--- config.mk ---
export PLATFORM = sky130hd
export DESIGN_NAME = cube_cover_splitting_variable_select
export DESIGN_NICKNAME = d
export VERILOG_FILES = /design/src/design/ccsv_pkg.sv /design/src/design/ccsv_scan.sv /design/src/design/cube_cover_splitting_variable_select.sv
export SDC_FILE = /design/constraint.sdc
export NUM_CORES = 2
export LEC_CHECK = 0
export CAP_MARGIN = 20
export CORE_MARGIN = 10
export CORE_UTILIZATION = 60
export CTS_BUF_LIST = sky130_fd_sc_hd__clkbuf_8
export CTS_CLUSTER_DIAMETER = 50
export DETAILED_ROUTE_END_ITERATION = 16
export DONT_BUFFER_PORTS = 1
export MAX_ROUTING_LAYER = met4
export PLACE_DENSITY_LB_ADDON = 0.08
export SLEW_MARGIN = 20
export SYNTH_ARGS = -nofsm -noshare
export SYNTH_HDL_FRONTEND = slang
export SYNTH_SLANG_ARGS = --single-unit
--- constraint.sdc ---
create_clock -name clk_i -period 6.24 [get_ports clk_i]
set_input_delay 1.248 -clock clk_i [delete_from_list [all_inputs] [get_ports clk_i]]
set_output_delay 1.248 -clock clk_i [all_outputs]
set_load 0.01 [all_outputs]
--- src/design/ccsv_pkg.sv ---
package ccsv_pkg;

  localparam int unsigned CUBE_W       = 32;
  localparam int unsigned CODE_W       = 2;
  localparam int unsigned VAR_IDX_W    = 5;
  localparam int unsigned CUBE_COUNT_W = 11;

  localparam logic [VAR_IDX_W-1:0] VARS_RESET = 5'd16;

  localparam logic [CODE_W-1:0] CODE_VOID = 2'd0;
  localparam logic [CODE_W-1:0] CODE_POS  = 2'd1;
  localparam logic [CODE_W-1:0] CODE_NEG  = 2'd2;
  localparam logic [CODE_W-1:0] CODE_DC   = 2'd3;

  typedef enum logic [3:0] {
    ST_IDLE = 4'b0001,
    ST_UPD  = 4'b0010,
    ST_SCAN = 4'b0100,
    ST_FIN  = 4'b1000
  } state_e;

  typedef struct packed {
    logic first;
    logic step;
  } scan_ctrl_t;

  typedef struct packed {
    logic                 any_binate;
    logic [VAR_IDX_W-1:0] binate_var;
    logic [VAR_IDX_W-1:0] unate_var;
  } scan_res_t;

  typedef struct packed {
    logic                    pad;
    logic [CUBE_COUNT_W-1:0] cube_count;
    logic                    has_universal_cube;
    logic [VAR_IDX_W-1:0]    most_unate_var;
    logic [VAR_IDX_W-1:0]    most_binate_var;
    logic                    any_binate;
  } out_word_t;

endpackage

--- src/design/ccsv_scan.sv ---
module ccsv_scan #(
  parameter int unsigned NUM_VARS = 16,
  parameter int unsigned CNT_W    = 11
) (
  input  logic                                  clk_i,
  input  logic                                  rst_ni,
  input  ccsv_pkg::scan_ctrl_t                  ctrl_i,
  input  logic [((NUM_VARS > 1) ? $clog2(NUM_VARS) : 1)-1:0] idx_i,
  input  logic [CNT_W-1:0]                      pos_i,
  input  logic [CNT_W-1:0]                      neg_i,
  input  logic [CNT_W-1:0]                      care_i,
  output ccsv_pkg::scan_res_t                   res_o
);
  import ccsv_pkg::*;

  logic                 any_q, any_d;
  logic [VAR_IDX_W-1:0] bvar_q, bvar_d;
  logic [VAR_IDX_W-1:0] uvar_q, uvar_d;
  logic [CNT_W:0]       blits_q, blits_d;
  logic [CNT_W-1:0]     bdiff_q, bdiff_d;
  logic [CNT_W-1:0]     bcare_q, bcare_d;

  logic                 binate;
  logic [CNT_W:0]       lits;
  logic [CNT_W-1:0]     diff;
  logic [VAR_IDX_W-1:0] var_num;
  logic                 prior_any;

  always_comb begin
    binate    = (pos_i != '0) && (neg_i != '0);
    lits      = {1'b0, pos_i} + {1'b0, neg_i};
    diff      = (pos_i > neg_i) ? (pos_i - neg_i) : (neg_i - pos_i);
    var_num   = VAR_IDX_W'(idx_i) + VAR_IDX_W'(1);
    prior_any = any_q && !ctrl_i.first;

    any_d   = prior_any;
    bvar_d  = ctrl_i.first ? '0 : bvar_q;
    blits_d = blits_q;
    bdiff_d = bdiff_q;
    uvar_d  = uvar_q;
    bcare_d = bcare_q;

    if (binate) begin
      if (!prior_any || lits > blits_q || (lits == blits_q && diff < bdiff_q)) begin
        bvar_d  = var_num;
        blits_d = lits;
        bdiff_d = diff;
      end
      any_d = 1'b1;
    end
    if (ctrl_i.first || care_i > bcare_q) begin
      uvar_d  = var_num;
      bcare_d = care_i;
    end
  end

  always_ff @(posedge clk_i or negedge rst_ni) begin
    if (!rst_ni) begin
      any_q <= 1'b0;
    end else if (ctrl_i.step) begin
      any_q <= any_d;
    end
  end

  always_ff @(posedge clk_i) begin
    if (ctrl_i.step) begin
      bvar_q  <= bvar_d;
      blits_q <= blits_d;
      bdiff_q <= bdiff_d;
      uvar_q  <= uvar_d;
      bcare_q <= bcare_d;
    end
  end

  assign res_o.any_binate = any_q;
  assign res_o.binate_var = bvar_q;
  assign res_o.unate_var  = uvar_q;

  a_first_sets_unate: assert property (@(posedge clk_i) disable iff (!rst_ni)
    ctrl_i.step && ctrl_i.first |=> uvar_q == $past(var_num))
    else $error("first scan step did not seed the unate choice");

  a_any_needs_var: assert property (@(posedge clk_i) disable iff (!rst_ni)
    ctrl_i.step && binate |=> any_q && bvar_q != '0)
    else $error("binate variable seen but no binate choice held");

  a_hold_idle: assert property (@(posedge clk_i) disable iff (!rst_ni)
    !ctrl_i.step |=> $stable(any_q))
    else $error("scan result moved without a step");

endmodule

--- src/design/cube_cover_splitting_variable_select.sv ---
// Splitting-variable selector. Cubes arrive one word each on the input stream, two bits per
// variable; the width register sets how many variables are in use (0 acts as 1, above
// NUM_VARS as NUM_VARS). A cube is taken in the IDLE state; the UPD state then updates all
// per-variable counters in parallel. After a cube with tlast, the SCAN state steps through the
// variables in use one at a time through a single shared compare unit that ranks binate and
// unate choices, and the FIN state posts the report, waiting while the previous report has not
// yet been taken. The report then clears all counters; the register keeps its value.
module cube_cover_splitting_variable_select #(
  parameter int unsigned NUM_VARS  = 16,
  parameter int unsigned MAX_CUBES = 1024
) (
  input  logic                                  clk_i,
  input  logic                                  rst_ni,
  input  logic                                  cfg_we_i,
  input  logic [ccsv_pkg::VAR_IDX_W-1:0]        cfg_wdata_i,
  input  logic                                  s_axis_tvalid_i,
  output logic                                  s_axis_tready_o,
  // cube_codes
  input  logic [ccsv_pkg::CUBE_W-1:0]           s_axis_tdata_i,
  input  logic                                  s_axis_tlast_i,
  output logic                                  m_axis_tvalid_o,
  input  logic                                  m_axis_tready_i,
  // any_binate, most_binate_var, most_unate_var, has_universal_cube, cube_count
  output logic [$bits(ccsv_pkg::out_word_t)-1:0] m_axis_tdata_o
);
  import ccsv_pkg::*;

  localparam int unsigned CNT_W = $clog2(MAX_CUBES + 1);
  localparam int unsigned KW    = (NUM_VARS > 1) ? $clog2(NUM_VARS) : 1;
  localparam int unsigned NW    = $clog2(NUM_VARS + 1);

  state_e               state_q, state_d;
  logic [VAR_IDX_W-1:0] vars_q;
  logic [CUBE_W-1:0]    cube_q;
  logic                 last_q;
  logic [NW-1:0]        n_q, n_act;
  logic [KW-1:0]        k_q;
  logic [CNT_W-1:0]     cnt_q;
  logic                 univ_q;
  logic [CNT_W-1:0]     pos_q  [NUM_VARS];
  logic [CNT_W-1:0]     neg_q  [NUM_VARS];
  logic [CNT_W-1:0]     care_q [NUM_VARS];
  logic                 m_valid_q;
  out_word_t            m_data_q;

  logic [NUM_VARS-1:0]  is_pos, is_neg, is_care, is_dc;
  logic                 full, all_dc, in_acc, scan_last, fin_go;
  scan_ctrl_t           sctl;
  scan_res_t            sres;

  always_comb begin
    if (vars_q == '0) begin
      n_act = NW'(1);
    end else if (32'(vars_q) > NUM_VARS) begin
      n_act = NW'(NUM_VARS);
    end else begin
      n_act = NW'(vars_q);
    end
  end

  for (genvar k = 0; k < NUM_VARS; k++) begin : g_var
    logic [CODE_W-1:0] code;
    logic              used;
    if (2 * k + 1 < CUBE_W) begin : g_in
      assign code = cube_q[2*k+1:2*k];
    end else begin : g_void
      assign code = CODE_VOID;
    end
    assign used       = 32'(k) < 32'(n_q);
    assign is_pos[k]  = used && (code == CODE_POS);
    assign is_neg[k]  = used && (code == CODE_NEG);
    assign is_care[k] = used && (code != CODE_DC);
    assign is_dc[k]   = !used || (code == CODE_DC);
  end

  assign full      = cnt_q == CNT_W'(MAX_CUBES);
  assign all_dc    = &is_dc;
  assign in_acc    = s_axis_tvalid_i && s_axis_tready_o;
  assign scan_last = (NW'(k_q) + NW'(1)) == n_q;
  assign fin_go    = (state_q == ST_FIN) && (!m_valid_q || m_axis_tready_i);
  assign s_axis_tready_o = state_q == ST_IDLE;

  always_comb begin
    state_d = state_q;
    unique case (state_q)
      ST_IDLE: if (in_acc) state_d = ST_UPD;
      ST_UPD:  state_d = last_q ? ST_SCAN : ST_IDLE;
      ST_SCAN: if (scan_last) state_d = ST_FIN;
      ST_FIN:  if (fin_go) state_d = ST_IDLE;
      default: state_d = ST_IDLE;
    endcase
  end

  always_ff @(posedge clk_i or negedge rst_ni) begin
    if (!rst_ni) begin
      state_q <= ST_IDLE;
      vars_q  <= VARS_RESET;
      n_q     <= NW'(NUM_VARS);
      k_q     <= '0;
      last_q  <= 1'b0;
    end else begin
      state_q <= state_d;
      if (cfg_we_i) vars_q <= cfg_wdata_i;
      if (in_acc) begin
        n_q    <= n_act;
        last_q <= s_axis_tlast_i;
      end
      if (state_q == ST_UPD) begin
        k_q <= '0;
      end else if (state_q == ST_SCAN && !scan_last) begin
        k_q <= k_q + KW'(1);
      end
    end
  end

  always_ff @(posedge clk_i) begin
    if (in_acc) cube_q <= s_axis_tdata_i;
  end

  always_ff @(posedge clk_i or negedge rst_ni) begin
    if (!rst_ni) begin
      cnt_q  <= '0;
      univ_q <= 1'b0;
      for (int k = 0; k < NUM_VARS; k++) begin
        pos_q[k]  <= '0;
        neg_q[k]  <= '0;
        care_q[k] <= '0;
      end
    end else if (fin_go) begin
      cnt_q  <= '0;
      univ_q <= 1'b0;
      for (int k = 0; k < NUM_VARS; k++) begin
        pos_q[k]  <= '0;
        neg_q[k]  <= '0;
        care_q[k] <= '0;
      end
    end else if (state_q == ST_UPD && !full) begin
      cnt_q <= cnt_q + CNT_W'(1);
      if (all_dc) univ_q <= 1'b1;
      for (int k = 0; k < NUM_VARS; k++) begin
        pos_q[k]  <= pos_q[k] + CNT_W'(is_pos[k]);
        neg_q[k]  <= neg_q[k] + CNT_W'(is_neg[k]);
        care_q[k] <= care_q[k] + CNT_W'(is_care[k]);
      end
    end
  end

  assign sctl.step  = state_q == ST_SCAN;
  assign sctl.first = k_q == '0;

  ccsv_scan #(
    .NUM_VARS (NUM_VARS),
    .CNT_W    (CNT_W)
  ) u_scan (
    .clk_i  (clk_i),
    .rst_ni (rst_ni),
    .ctrl_i (sctl),
    .idx_i  (k_q),
    .pos_i  (pos_q[k_q]),
    .neg_i  (neg_q[k_q]),
    .care_i (care_q[k_q]),
    .res_o  (sres)
  );

  always_ff @(posedge clk_i or negedge rst_ni) begin
    if (!rst_ni) begin
      m_valid_q <= 1'b0;
    end else if (fin_go) begin
      m_valid_q <= 1'b1;
    end else if (m_axis_tready_i) begin
      m_valid_q <= 1'b0;
    end
  end

  always_ff @(posedge clk_i) begin
    if (fin_go) begin
      m_data_q.pad                <= 1'b0;
      m_data_q.cube_count         <= CUBE_COUNT_W'(cnt_q);
      m_data_q.has_universal_cube <= univ_q;
      m_data_q.most_unate_var     <= sres.unate_var;
      m_data_q.most_binate_var    <= sres.binate_var;
      m_data_q.any_binate         <= sres.any_binate;
    end
  end

  assign m_axis_tvalid_o = m_valid_q;
  assign m_axis_tdata_o  = m_data_q;

  a_cnt_bound: assert property (@(posedge clk_i) disable iff (!rst_ni)
    32'(cnt_q) <= MAX_CUBES)
    else $error("cube count past capacity");

  a_scan_range: assert property (@(posedge clk_i) disable iff (!rst_ni)
    state_q == ST_SCAN |-> (32'(k_q) < 32'(n_q)) && (n_q != '0))
    else $error("scan index outside variables in use");

  a_fin_posts: assert property (@(posedge clk_i) disable iff (!rst_ni)
    fin_go |=> m_valid_q && cnt_q == '0 && !univ_q)
    else $error("report not posted or state not cleared");

  a_upd_count: assert property (@(posedge clk_i) disable iff (!rst_ni)
    state_q == ST_UPD && !full |=> cnt_q == $past(cnt_q) + CNT_W'(1))
    else $error("cube not counted");

endmodule

==> impl_results.md <==
* Post-CTS Hold Fix Bufs at 0
* Cell area power density at between 300 and 400 nW/um2
* Site Rows at 90
* Core area at slightly above 60,000 um2
* Pleak at ~18 nW
* Synth Net Count at around 3,700
* Worst hold slack at 0.207 ns
* Worst vdd ir at ~0.33 mV
* CP most frequent cell: a21oi_1
* Placed Cells incl. Taps at roughly 4,200
* Count leader, synth: dfrtp_1
* Overflow after GRT at 0
* Synth Instances at 3,525
* Area contributors post-synth: dfrtp_1 (38%), xor2_1 (8.2%), edfxtp_1 (8.1%), mux4_2 (7.8%), ha_1 (5.7%)
* Vias per cell at 6.06
* Port Buffers at 0
* Final net count at 3,752
* Tcrit/Tclk final at 0.971
* Initial antenna violation count at 3
* Ports at a little under 70
* Req. time, crit path at 6.71 ns
* Sequential element share of the synthesized area at 0.465
* Die area at 71,200 um2
* Final setup vio count at 0
* GRT Total Usage at 0.276
* Unrepaired setup endpoints after global routing: false
* CTS buffer count at 111
* Post-synth top area cell: dfrtp_1
* CP endpoint kind: register
* DP HPWL at just under 70,000 um
* Filler cells at 4,754
* First-pass GRT wire length at ~150,000 um
* Relative slew margins at 0.309
* Number of synthesized flops with an enable pin at between 90 and 100
* Crit path cell chain: buf_4 -> buf_16 -> mux2i_1 -> a221oi_1 -> o21ai_0 -> and2_1 -> ha_1 -> nand2b_1 -> a21oi_1 -> o21bai_1 -> a21oi_1 -> o21bai_1 -> a21oi_1 -> nor2_1 -> a311o_1 -> ha_1 -> a21o_1 -> a21o_1 -> a2111oi_0 -> o211ai_1 -> nand2_1 -> nor2_2 -> buf_4
* Worst-path clk slew at 0.07 ns
* Clock Tree Buf Depth at 3
* Multi-input logic area at approximately 18,000 um2
* Status: finished clean
* Crit path max-delay family: compound AO/OA/AOI/OAI gates
* Slew @ Worst Pin at roughly 1.0 ns
* Top FF cell, synth: dfrtp_1
* DRC errors left at 0
* Layout cells sized above 1 at 0.113
* FFs w/ async S/R, synth at 0.851
* Arrival @ worst endpoint at approximately 6.5 ns
* Layout area overhead at 9.20%
* Synth cell count leaders: dfrtp_1 (558), nor2_1 (487), nand2_1 (454)
* Syn Area/Cell at between 10 and 15 um2
* DP Area at approximately 37,000 um2
* Gpl congestion at 0.940
* Final Instance Area at around 40,000 um2
* Seq cells post-synth at about 660
* Hold Vio Cnt, Final at 0
* Die width at approximately 270 um
* Post-layout min period at between 6 and 7 ns
* Final Instance Count excl. Fillers at 4,418
* Max Fclk at around 160 MHz
* CTS tree: done
* Slowest CP cell: dfrtp_4
* MaxCap Viol Count at 0
* Routed vias at 26,779
* Max-slew violation count at 0
* Bufs and invs on worst path at 3
* Clock skew at a little under 0.04 ns
* Die height at around 270 um
* Post-route ant nets at 0
* Mapped Area at 36,500 um2
* H-tree depth at 3
* Critical Path Fanout Max at 21
* Critical path class: register to register
* DR iter-0 viols at about 2,400
* Crit path launch type: register
* Pin count of the biggest net entering global routing at approximately 560
* Routed wire length at 95,400 um
* Place WS at about 0.15 ns
* Drt first pass iters at 6
* Clk_lat worst skew at roughly 0.74 ns
* Setup Total Neg Slack at 0 ns
* Synth unique cells at 73
* Clock Root Buffer: clkbuf_8
* CTS Sinks at 659
* Yosys warns at 0
* Worst min path class: input port to async pin
* WL/cell at about 22 um
* Max stage delay on crit path at 0.53 ns
* Fin worst setup slack at around 0.18 ns
* Initial Util at 0.605
* FF+latch area at 17,000 um2
* Number of global-route vias before repair at approximately 27,000
* Area share of the largest cell type after synthesis at 0.382
cell type report:
| type | count | area share |
|---|---|---|
| multi-input cells | 2616 | 0.462 |
| flip-flops and latches | 659 | 0.426 |
| clock buffers | 130 | 0.0448 |
| well taps | 782 | 0.0245 |
| repair buffers | 64 | 0.0179 |
| clock inverters | 75 | 0.0157 |
| inverters | 88 | 0.00847 |
| diodes | 4 | 0.000251 |
routing by layer:
layer,vias to the layer above,global-route usage,wire (um)
met5,-,-,0
met4,0,0.109,3890
met3,208,0.0668,6710
met2,816,0.412,44200
met1,13422,0.360,40600
li1,12333,-,-
kinds of logic (layout without fill, tap and decap cells):
kind of cell,count (synthesis),count (layout),synth area share
simple gates,1451,1451,0.182
flops,659,659,0.465
xor+xnor,417,417,0.0999
fa+ha+maj,169,169,0.0585
compound gates,371,371,0.0576
buf+inv,250,357,0.0318
other cells,1,5,0.000103
mux,207,207,0.105
layout by cell type (no fill, tap or decap), types with 48 or more instances in the layout:
cell type / instances
nand4_1: 112
ha_1: 165
mux2i_1: 49
nor2_1: 485
nand2_1: 454
or3_1: 56
xnor2_1: 76
dfrtp_1: 555
clkbuf_8: 130
a21oi_1: 109
mux4_2: 127
and3_1: 85
xor2_1: 341
o21ai_0: 176
inv_1: 121
buf_4: 48
edfxtp_1: 98
nand3_1: 146
worst paths after layout:
kind	start	end	slack, ns	cells past startpoint
worst max register to register	k_q[0]	u_scan.blits_q[11]	0.18	23
worst min register to register	u_scan.uvar_q[3]	m_axis_tdata_o[9]	0.42	0
max in group asynchronous	rst_ni	neg_q[144]	4.29	2
worst min-delay path	rst_ni	pos_q[85]	0.21	0
min in group clk_i	u_scan.uvar_q[3]	m_axis_tdata_o[9]	0.42	0
worst max-delay path	k_q[0]	u_scan.blits_q[11]	0.18	23
timing repair:
item                       4_1_cts  5_1_grt
resized for setup                0       13
setup endpoints to repair        0       27
buffers inserted                 0        9
sequential cells by signal (all words and copies together), names as in the netlist:
register,count
neg_q,176
m_axis_tdata_o,23
cube_q,32
pos_q,176
u_scan.bcare_q,11
u_scan.bvar_q,5
state_q,4
u_scan.any_q,1
univ_q,1
cnt_q,11
last_q,1
vars_q,5
u_scan.blits_q,11
m_axis_tvalid_o,1
u_scan.uvar_q,5
care_q,176
u_scan.bdiff_q,11
k_q,4
n_q,5
power breakdown:
group          total [mW]  internal (mW)  switching, mW
combinational        3.79           1.63           2.16
sequential           5.73           5.03          0.707
clock                4.17           2.33           1.85
stage by stage:
step           power [mW]   util
2_1_floorplan        8.26      -
3_3_place_gp         9.25  0.617
3_5_place_dp         9.41  0.617
4_1_cts              13.6  0.657
5_1_grt              14.5  0.661
6_report             13.7  0.661
Note: power is estimated with default switching activity, not from simulation.
